--- src/hdl/plgs_pkg.sv ---
`timescale 1ns / 1ps
// shared types, constants and the divider step for the gray stretch block
// no dependencies

package plgs_pkg;

    // pixel format
    localparam int PIXEL_BITS = 8;
    localparam logic [PIXEL_BITS-1:0] PIX_MAX = '1;

    // derived arithmetic widths
    localparam int DY_BITS   = PIXEL_BITS + 1;         // signed output step
    localparam int PA_BITS   = 2 * PIXEL_BITS + 2;     // signed dy * dx
    localparam int PB_BITS   = 2 * PIXEL_BITS;         // y0 * den
    localparam int NUM_BITS  = 2 * PIXEL_BITS + 1;     // 2*num terms, < 2*den*2^PIXEL_BITS
    localparam int SUM_BITS  = NUM_BITS + 3;           // signed sum before trimming
    localparam int DD_BITS   = PIXEL_BITS + 1;         // divisor 2*den

    // divider layout: quotient bits resolved per pipeline stage
    localparam int BITS_PER_STAGE = 2;
    localparam int DIV_STAGES     = PIXEL_BITS / BITS_PER_STAGE;
    localparam int LATENCY        = 3 + DIV_STAGES;

    // configuration register indexes
    typedef enum logic [1:0] {
        REG_KNEE_IN_LOW   = 2'd0,
        REG_KNEE_IN_HIGH  = 2'd1,
        REG_KNEE_OUT_LOW  = 2'd2,
        REG_KNEE_OUT_HIGH = 2'd3
    } cfg_reg_t;

    // one divider stage: partial remainder, numerator bits that shift out
    // while quotient bits shift in, and the divisor
    typedef struct packed {
        logic [DD_BITS-1:0]    rem;
        logic [PIXEL_BITS-1:0] low;
        logic [DD_BITS-1:0]    dd;
    } div_t;

    // one restoring division step: one quotient bit
    function automatic div_t div_step(input div_t d);
        logic [DD_BITS:0] trial;
        div_t             r;
        trial = {d.rem, d.low[PIXEL_BITS-1]};
        r     = d;
        if (trial >= {1'b0, d.dd})
        begin
            trial = trial - {1'b0, d.dd};
            r.low = {d.low[PIXEL_BITS-2:0], 1'b1};
        end
        else
        begin
            r.low = {d.low[PIXEL_BITS-2:0], 1'b0};
        end
        r.rem = trial[DD_BITS-1:0];
        return r;
    endfunction

endpackage

--- src/hdl/piecewise_linear_gray_stretch.sv ---
`timescale 1ns / 1ps
// Piecewise-linear gray-level contrast stretch, one pixel per clock.
//
// Usage:
//   - config: write knee registers through cfg_write / cfg_index / cfg_data
//     while no item is in flight; a write takes effect at once, no read-back
//   - input: an item (pixel_in) is taken at a rising edge with start high and
//     busy low; busy is always low, so a pixel may enter every cycle
//   - output: done is high for exactly one cycle with pixel_out valid; the
//     receiver must take it in that cycle, there is no backpressure
//   - throughput: one item per cycle
//   - pipeline: segment select, two multiplies, numerator sum, then a
//     restoring divider that resolves two quotient bits per stage over four
//     stages; those seven register stages set the latency
//   - reset: rst_n (async, active low) clears all valid bits and loads the
//     knees to (0,0) and (255,255), i.e. an identity curve
// Depends on plgs_pkg.

module piecewise_linear_gray_stretch (
    input  logic                           clk,
    input  logic                           rst_n,
    // configuration
    input  logic                           cfg_write,
    input  plgs_pkg::cfg_reg_t             cfg_index,
    input  logic [plgs_pkg::PIXEL_BITS-1:0] cfg_data,
    // input items
    input  logic                           start,
    output logic                           busy,
    input  logic [plgs_pkg::PIXEL_BITS-1:0] pixel_in,
    // result items
    output logic                           done,
    output logic [plgs_pkg::PIXEL_BITS-1:0] pixel_out
);

    import plgs_pkg::*;

    // knee registers
    logic [PIXEL_BITS-1:0] knee_in_low_reg;
    logic [PIXEL_BITS-1:0] knee_in_high_reg;
    logic [PIXEL_BITS-1:0] knee_out_low_reg;
    logic [PIXEL_BITS-1:0] knee_out_high_reg;

    // stage 1: segment parameters
    logic                         s1_valid_reg;
    logic [PIXEL_BITS-1:0]        s1_y0_reg;
    logic signed [DY_BITS-1:0]    s1_dy_reg;
    logic [PIXEL_BITS-1:0]        s1_dx_reg;
    logic [PIXEL_BITS-1:0]        s1_den_reg;
    logic [PIXEL_BITS-1:0]        s1_y0_next;
    logic signed [DY_BITS-1:0]    s1_dy_next;
    logic [PIXEL_BITS-1:0]        s1_dx_next;
    logic [PIXEL_BITS-1:0]        s1_den_next;

    // stage 2: products
    logic                         s2_valid_reg;
    logic signed [PA_BITS-1:0]    s2_pa_reg;
    logic [PB_BITS-1:0]           s2_pb_reg;
    logic [PIXEL_BITS-1:0]        s2_den_reg;

    // stage 3: numerator, divider entry
    logic                         s3_valid_reg;
    div_t                         s3_div_reg;
    logic signed [SUM_BITS-1:0]   s3_sum_next;
    div_t                         s3_div_next;

    // divider stages
    logic [DIV_STAGES-1:0]        dv_valid_reg;
    div_t                         dv_reg  [DIV_STAGES];
    div_t                         dv_next [DIV_STAGES];

    logic accept;

    assign busy   = 1'b0;
    assign accept = start && !busy;

    // configuration writes
    always_ff @(posedge clk or negedge rst_n)
    begin
        if (!rst_n)
        begin
            knee_in_low_reg   <= '0;
            knee_in_high_reg  <= PIX_MAX;
            knee_out_low_reg  <= '0;
            knee_out_high_reg <= PIX_MAX;
        end
        else if (cfg_write)
        begin
            case (cfg_index)
                REG_KNEE_IN_LOW:   knee_in_low_reg   <= cfg_data;
                REG_KNEE_IN_HIGH:  knee_in_high_reg  <= cfg_data;
                REG_KNEE_OUT_LOW:  knee_out_low_reg  <= cfg_data;
                REG_KNEE_OUT_HIGH: knee_out_high_reg <= cfg_data;
                default: ;
            endcase
        end
    end

    // segment select; later segments win, equal knees give knee_out_high
    always_comb
    begin
        if (pixel_in > knee_in_high_reg)
        begin
            s1_y0_next  = knee_out_high_reg;
            s1_dy_next  = $signed({1'b0, PIX_MAX}) - $signed({1'b0, knee_out_high_reg});
            s1_dx_next  = pixel_in - knee_in_high_reg;
            s1_den_next = PIX_MAX - knee_in_high_reg;
        end
        else if (pixel_in >= knee_in_low_reg)
        begin
            if (knee_in_high_reg == knee_in_low_reg)
            begin
                // flat point: (2*y0 + 1) / 2 rounds down to y0
                s1_y0_next  = knee_out_high_reg;
                s1_dy_next  = '0;
                s1_dx_next  = '0;
                s1_den_next = PIXEL_BITS'(1);
            end
            else
            begin
                s1_y0_next  = knee_out_low_reg;
                s1_dy_next  = $signed({1'b0, knee_out_high_reg})
                            - $signed({1'b0, knee_out_low_reg});
                s1_dx_next  = pixel_in - knee_in_low_reg;
                s1_den_next = knee_in_high_reg - knee_in_low_reg;
            end
        end
        else
        begin
            s1_y0_next  = '0;
            s1_dy_next  = $signed({1'b0, knee_out_low_reg});
            s1_dx_next  = pixel_in;
            s1_den_next = knee_in_low_reg;
        end
    end

    // numerator 2*dy*dx + 2*y0*den + den and divisor 2*den
    always_comb
    begin
        s3_sum_next = (SUM_BITS'(s2_pa_reg) <<< 1)
                    + SUM_BITS'($signed({1'b0, s2_pb_reg, 1'b0}))
                    + SUM_BITS'($signed({1'b0, s2_den_reg}));
        s3_div_next.rem = s3_sum_next[NUM_BITS-1:PIXEL_BITS];
        s3_div_next.low = s3_sum_next[PIXEL_BITS-1:0];
        s3_div_next.dd  = {s2_den_reg, 1'b0};
    end

    // divider stages, BITS_PER_STAGE quotient bits each
    always_comb
    begin
        dv_next[0] = s3_div_reg;
        for (int s = 1; s < DIV_STAGES; s++)
        begin
            dv_next[s] = dv_reg[s-1];
        end
        for (int s = 0; s < DIV_STAGES; s++)
        begin
            for (int b = 0; b < BITS_PER_STAGE; b++)
            begin
                dv_next[s] = div_step(dv_next[s]);
            end
        end
    end

    // valid bits
    always_ff @(posedge clk or negedge rst_n)
    begin
        if (!rst_n)
        begin
            s1_valid_reg <= 1'b0;
            s2_valid_reg <= 1'b0;
            s3_valid_reg <= 1'b0;
            dv_valid_reg <= '0;
        end
        else
        begin
            s1_valid_reg <= accept;
            s2_valid_reg <= s1_valid_reg;
            s3_valid_reg <= s2_valid_reg;
            dv_valid_reg <= {dv_valid_reg[DIV_STAGES-2:0], s3_valid_reg};
        end
    end

    // payload pipeline
    always_ff @(posedge clk)
    begin
        s1_y0_reg  <= s1_y0_next;
        s1_dy_reg  <= s1_dy_next;
        s1_dx_reg  <= s1_dx_next;
        s1_den_reg <= s1_den_next;

        // operands widened to the product width before the multiply
        s2_pa_reg  <= PA_BITS'(s1_dy_reg) * PA_BITS'($signed({1'b0, s1_dx_reg}));
        s2_pb_reg  <= s1_y0_reg * s1_den_reg;
        s2_den_reg <= s1_den_reg;

        s3_div_reg <= s3_div_next;

        for (int s = 0; s < DIV_STAGES; s++)
        begin
            dv_reg[s] <= dv_next[s];
        end
    end

    assign done      = dv_valid_reg[DIV_STAGES-1];
    assign pixel_out = dv_reg[DIV_STAGES-1].low;

    // every accepted item leaves the pipeline with done high after all register stages
    assert property (@(posedge clk) disable iff (!rst_n)
        accept |-> ##(LATENCY) done)
        else $error("item did not complete after pipeline latency");

    // segment chosen never divides by zero
    assert property (@(posedge clk) disable iff (!rst_n)
        s1_valid_reg |-> (s1_den_reg != '0))
        else $error("zero segment width in pipeline");

    // quotient fits the pixel range: upper numerator part below divisor
    assert property (@(posedge clk) disable iff (!rst_n)
        s3_valid_reg |-> (s3_div_reg.rem < s3_div_reg.dd))
        else $error("quotient overflow at divider entry");

    // partial remainder is below the divisor at the divider output
    assert property (@(posedge clk) disable iff (!rst_n)
        done |-> (dv_reg[DIV_STAGES-1].rem < dv_reg[DIV_STAGES-1].dd))
        else $error("divider remainder out of range");

endmodule

--- config.mk ---
export PLATFORM = sky130hd
export DESIGN_NAME = piecewise_linear_gray_stretch
export DESIGN_NICKNAME = d
export VERILOG_FILES = /design/src/hdl/plgs_pkg.sv /design/src/hdl/piecewise_linear_gray_stretch.sv
export SDC_FILE = /design/constraint.sdc
export NUM_CORES = 1
export LEC_CHECK = 0
export BUFFER_PORTS_ARGS = -buffer_cell sky130_fd_sc_hd__buf_2
export CAP_MARGIN = 20
export CORE_ASPECT_RATIO = 1.1
export CORE_MARGIN = 4
export CORE_UTILIZATION = 30
export CTS_BUF_LIST = sky130_fd_sc_hd__clkbuf_8
export DETAILED_ROUTE_END_ITERATION = 8
export GPL_ROUTABILITY_DRIVEN = 0
export PLACE_DENSITY = 0.54
export SLEW_MARGIN = 10
export SYNTH_ARGS = -nofsm -noshare
export SYNTH_HDL_FRONTEND = slang
export SYNTH_SLANG_ARGS = --single-unit
--- constraint.sdc ---
create_clock -name clk -period 5.2 [get_ports clk]
set_input_delay 0 -clock clk [delete_from_list [all_inputs] [get_ports clk]]
set_output_delay 0 -clock clk [all_outputs]
set_load 0.02 [all_outputs]
==> results.txt <==
----------------------------------------------------
[Placed design]
  Post-Place Worst Slack ... 0.723 ns
  PortBufs ... 30
  Dpl hpwl ... 27,300 um

[Clock network]
  TritonCTS clock tree ... yes
  H-tree levels ... 2
  CTS root buf ... sky130_fd_sc_hd__clkbuf_8
  Clock sink count ... 216
  Worst skew pair latency ... roughly 0.61 ns
  Post-CTS clock slew at the launch and capture registers of the worst setup and hold paths ... 0.06 ns
  Number of buffers on the longest clock path ... 3
  Resized cells post-CTS ... 0
  Post-CTS setup buffers ... 0
  Number of clock buffers inserted by TritonCTS ... 40

[Global routing]
  Wire length of the first global-routing pass ... between 50,000 and 60,000 um
  Antenna violations before repair ... 0
  Maximum number of pins on one net before global-route repair ... 40
  Number of global-route vias before repair ... between 10,000 and 15,000
  GRT Resource Usage Total ... 12.6%
  Gr ovfl total ... 0

[Logic synthesis]
  Share of flip-flops with an asynchronous set or reset after synthesis ... 18.1%
  Fraction of the yosys area taken by sequential cells ... 29.0%
  Syn Inst Count ... 1,622
  Cell types occupying the most area after synthesis ... sky130_fd_sc_hd__dfxtp_1, sky130_fd_sc_hd__ha_1, sky130_fd_sc_hd__fa_1
  Syn nets ... 1,937
  Syn avg cell area ... 9.63 sq um
  Area of the mapped netlist ... between 0.015 and 0.02 sq mm
  Distinct cell type count of the synthesized netlist ... 75
  Synth warn ... 0
  Primary flip-flop cell chosen by synthesis mapping ... sky130_fd_sc_hd__dfxtp_1
  Fraction of synthesized cell area taken by the top area cell type ... 22.7%
  Number of flops mapped to enable cells by yosys ... 0
  #FFs+latches synth ... roughly 220
  Yosys top cell by area ... sky130_fd_sc_hd__dfxtp_1

[Timing]
  Max-slew headroom ... about a quarter
  Actual slew at the worst max-slew pin ... 1.14 ns
  Final period util ... ~85%
  Pins over their slew limit ... 0
  Number of setup violations in the final report ... 0
  Maximum operating frequency ... between 200 and 250 MHz
  RSZ-0062 raised after global routing ... false
  Final setup margin ... between 0.7 and 0.8 ns
  Count of endpoints failing hold in the final timing report ... 0
  Min Tclk post-route ... roughly 4.4 ns
  Total Neg Setup Slack ... 0 ns
  Setup Skew ... approximately 0.040 ns

[Floorplan]
  Die extent in x ... approximately 230 um
  Number of standard-cell rows in the floorplan ... 87
  Die Ht ... 247 um
  Die outline area ... 0.0558 sq mm
  Initial Util ... 30.4%
  IO Count ... 32
  Area of the core ... 0.0514 sq mm

[Run]
  Max-cap viol count ... 0

[Detailed routing]
  Antenna Violating Nets Remaining ... 0
  Final wirelength ... 34,200 um
  DRC violation count after routing ... 0
  Drt first-iter violations ... 379
  Routed vias/inst ... 4.66
  Total via count in the routed design ... 11,200
  Detailed-router iteration count before antenna repair ... 5
  WL/cell ... 14.2 um

[Layout]
  Number of flip-flops in the largest register ... 80
  Footprint of the flip-flops and latches ... 0.00454 sq mm
  Post-synthesis to final-layout area growth ... 13.7%
  Most common library cell in the layout ignoring fill and taps ... sky130_fd_sc_hd__inv_1
  Nets ... 2,024
  Fraction of layout cells with a size suffix above 1 ... 11.3%
  Combined area of the multi-input logic cells ... ~0.01 sq mm
  Total inserted antenna cells ... 0
  Commonest cells after routing, fill and taps aside ... sky130_fd_sc_hd__inv_1, sky130_fd_sc_hd__ha_1, sky130_fd_sc_hd__dfxtp_1
  Number of filler cells placed in the layout ... ~5,300

[Critical path]
  Type of destination of the critical path ... register
  Worst setup path class ... reg -> reg
  First element of the critical path ... s1_den_reg[6]
  Maximum net fanout on the critical path ... 9
  Startpoint kind of the worst setup timing path ... register
  CP Data Required Time ... 5.68 ns
  Launch point of the worst reg-to-reg path ... s1_den_reg[6]
  Critical path arrival ... between 4 and 5 ns

[Run status]
  Run status ... finished, final reports clean

[Worst hold path]
  Worst min-delay path class ... in -> async

----------------------------------------------------
==> layout make-up <==
class	instances	area share (%)
inverter	239	5.05
clock inverter	27	1.57
sequential	216	25.6
tap	667	4.70
clock buffer	46	3.56
multi-input combinational	1148	56.9
timing repair buffer	64	2.71
==> critical path, stage by stage (launching register included) <==
cell	delay [ns]
sky130_fd_sc_hd__dfxtp_1	0.58
sky130_fd_sc_hd__nand2_1	0.14
sky130_fd_sc_hd__fa_1	0.50
sky130_fd_sc_hd__fa_1	0.52
sky130_fd_sc_hd__fa_1	0.52
sky130_fd_sc_hd__fa_1	0.55
sky130_fd_sc_hd__inv_1	0.04
sky130_fd_sc_hd__ha_1	0.33
sky130_fd_sc_hd__or3_1	0.35
sky130_fd_sc_hd__o21ai_0	0.08
sky130_fd_sc_hd__a21oi_1	0.08
sky130_fd_sc_hd__a211oi_1	0.37
sky130_fd_sc_hd__a21oi_1	0.14
sky130_fd_sc_hd__xnor2_1	0.14
==> what timing repair did <==
item / in CTS / in global routing
hold buffers: 30 / 0
endpoints found under the setup margin: 0 / 0
hold endpoints to repair: 80 / 0
==> path summary, 6_finish.rpt <==
| kind | end | slack (ns) | depth (start not counted) |
|---|---|---|---|
| max | s2_pb_reg[15] | 0.76 | 13 |
| min | knee_in_low_reg[2] | 0.06 | 2 |
| max reg2reg | s2_pb_reg[15] | 0.76 | 13 |
| min reg2reg | dv_reg[2][16] | 0.32 | 0 |
| max in group asynchronous | knee_out_low_reg[5] | 4.59 | 2 |
| min in group clk | knee_in_low_reg[0] | 0.23 | 3 |
==> synth_stat cells (all sizes together), types with 14 or more instances <==
library cell,instances
nor2b,17
xor2,20
a211oi,14
o21ai,48
fa,110
a21o,20
ha,183
a21oi,66
dfstp,16
nand2b,18
nor2,83
nand3,28
inv,239
xnor2,62
a31oi,18
nand2,118
mux2,66
dfrtp,23
nor3,23
dfxtp,177
mux2i,21
and2,88
==> layer usage <==
layer	vias up	global-route usage (%)	wire length, um
met5	-	0	0
met4	0	3.89	783
met3	62	2.19	1130
met2	162	23.0	17600
met1	5351	14.9	14700
li1	5633	-	-
==> logic make-up after synthesis <==
family	synth area share (%)
buf+inv	6.33
compound gates	11.4
other cells	0.0240
flops	29.0
simple gates	13.6
xor+xnor	4.60
fa+ha+maj	28.7
mux	6.25
==> stage by stage <==
| step | instance area (sq um) | utilization (%) | instances | hold slack (ns) |
|---|---|---|---|---|
| 2_1_floorplan | 15600 | - | 1622 | -0.296 |
| 3_3_place_gp | 16500 | 32.2 | 2304 | 0.113 |
| 3_5_place_dp | 16500 | 32.2 | 2304 | 0.116 |
| 4_1_cts | 17800 | 34.6 | 2407 | 0.0456 |
| 5_1_grt | 17800 | 34.6 | 2407 | 0.136 |
| 6_report | 17800 | 34.6 | 2407 | 0.0554 |
Power is left out: the tool's default activity adds up to more than one toggle a clock period on the data nets, which glitch-free logic cannot reach.
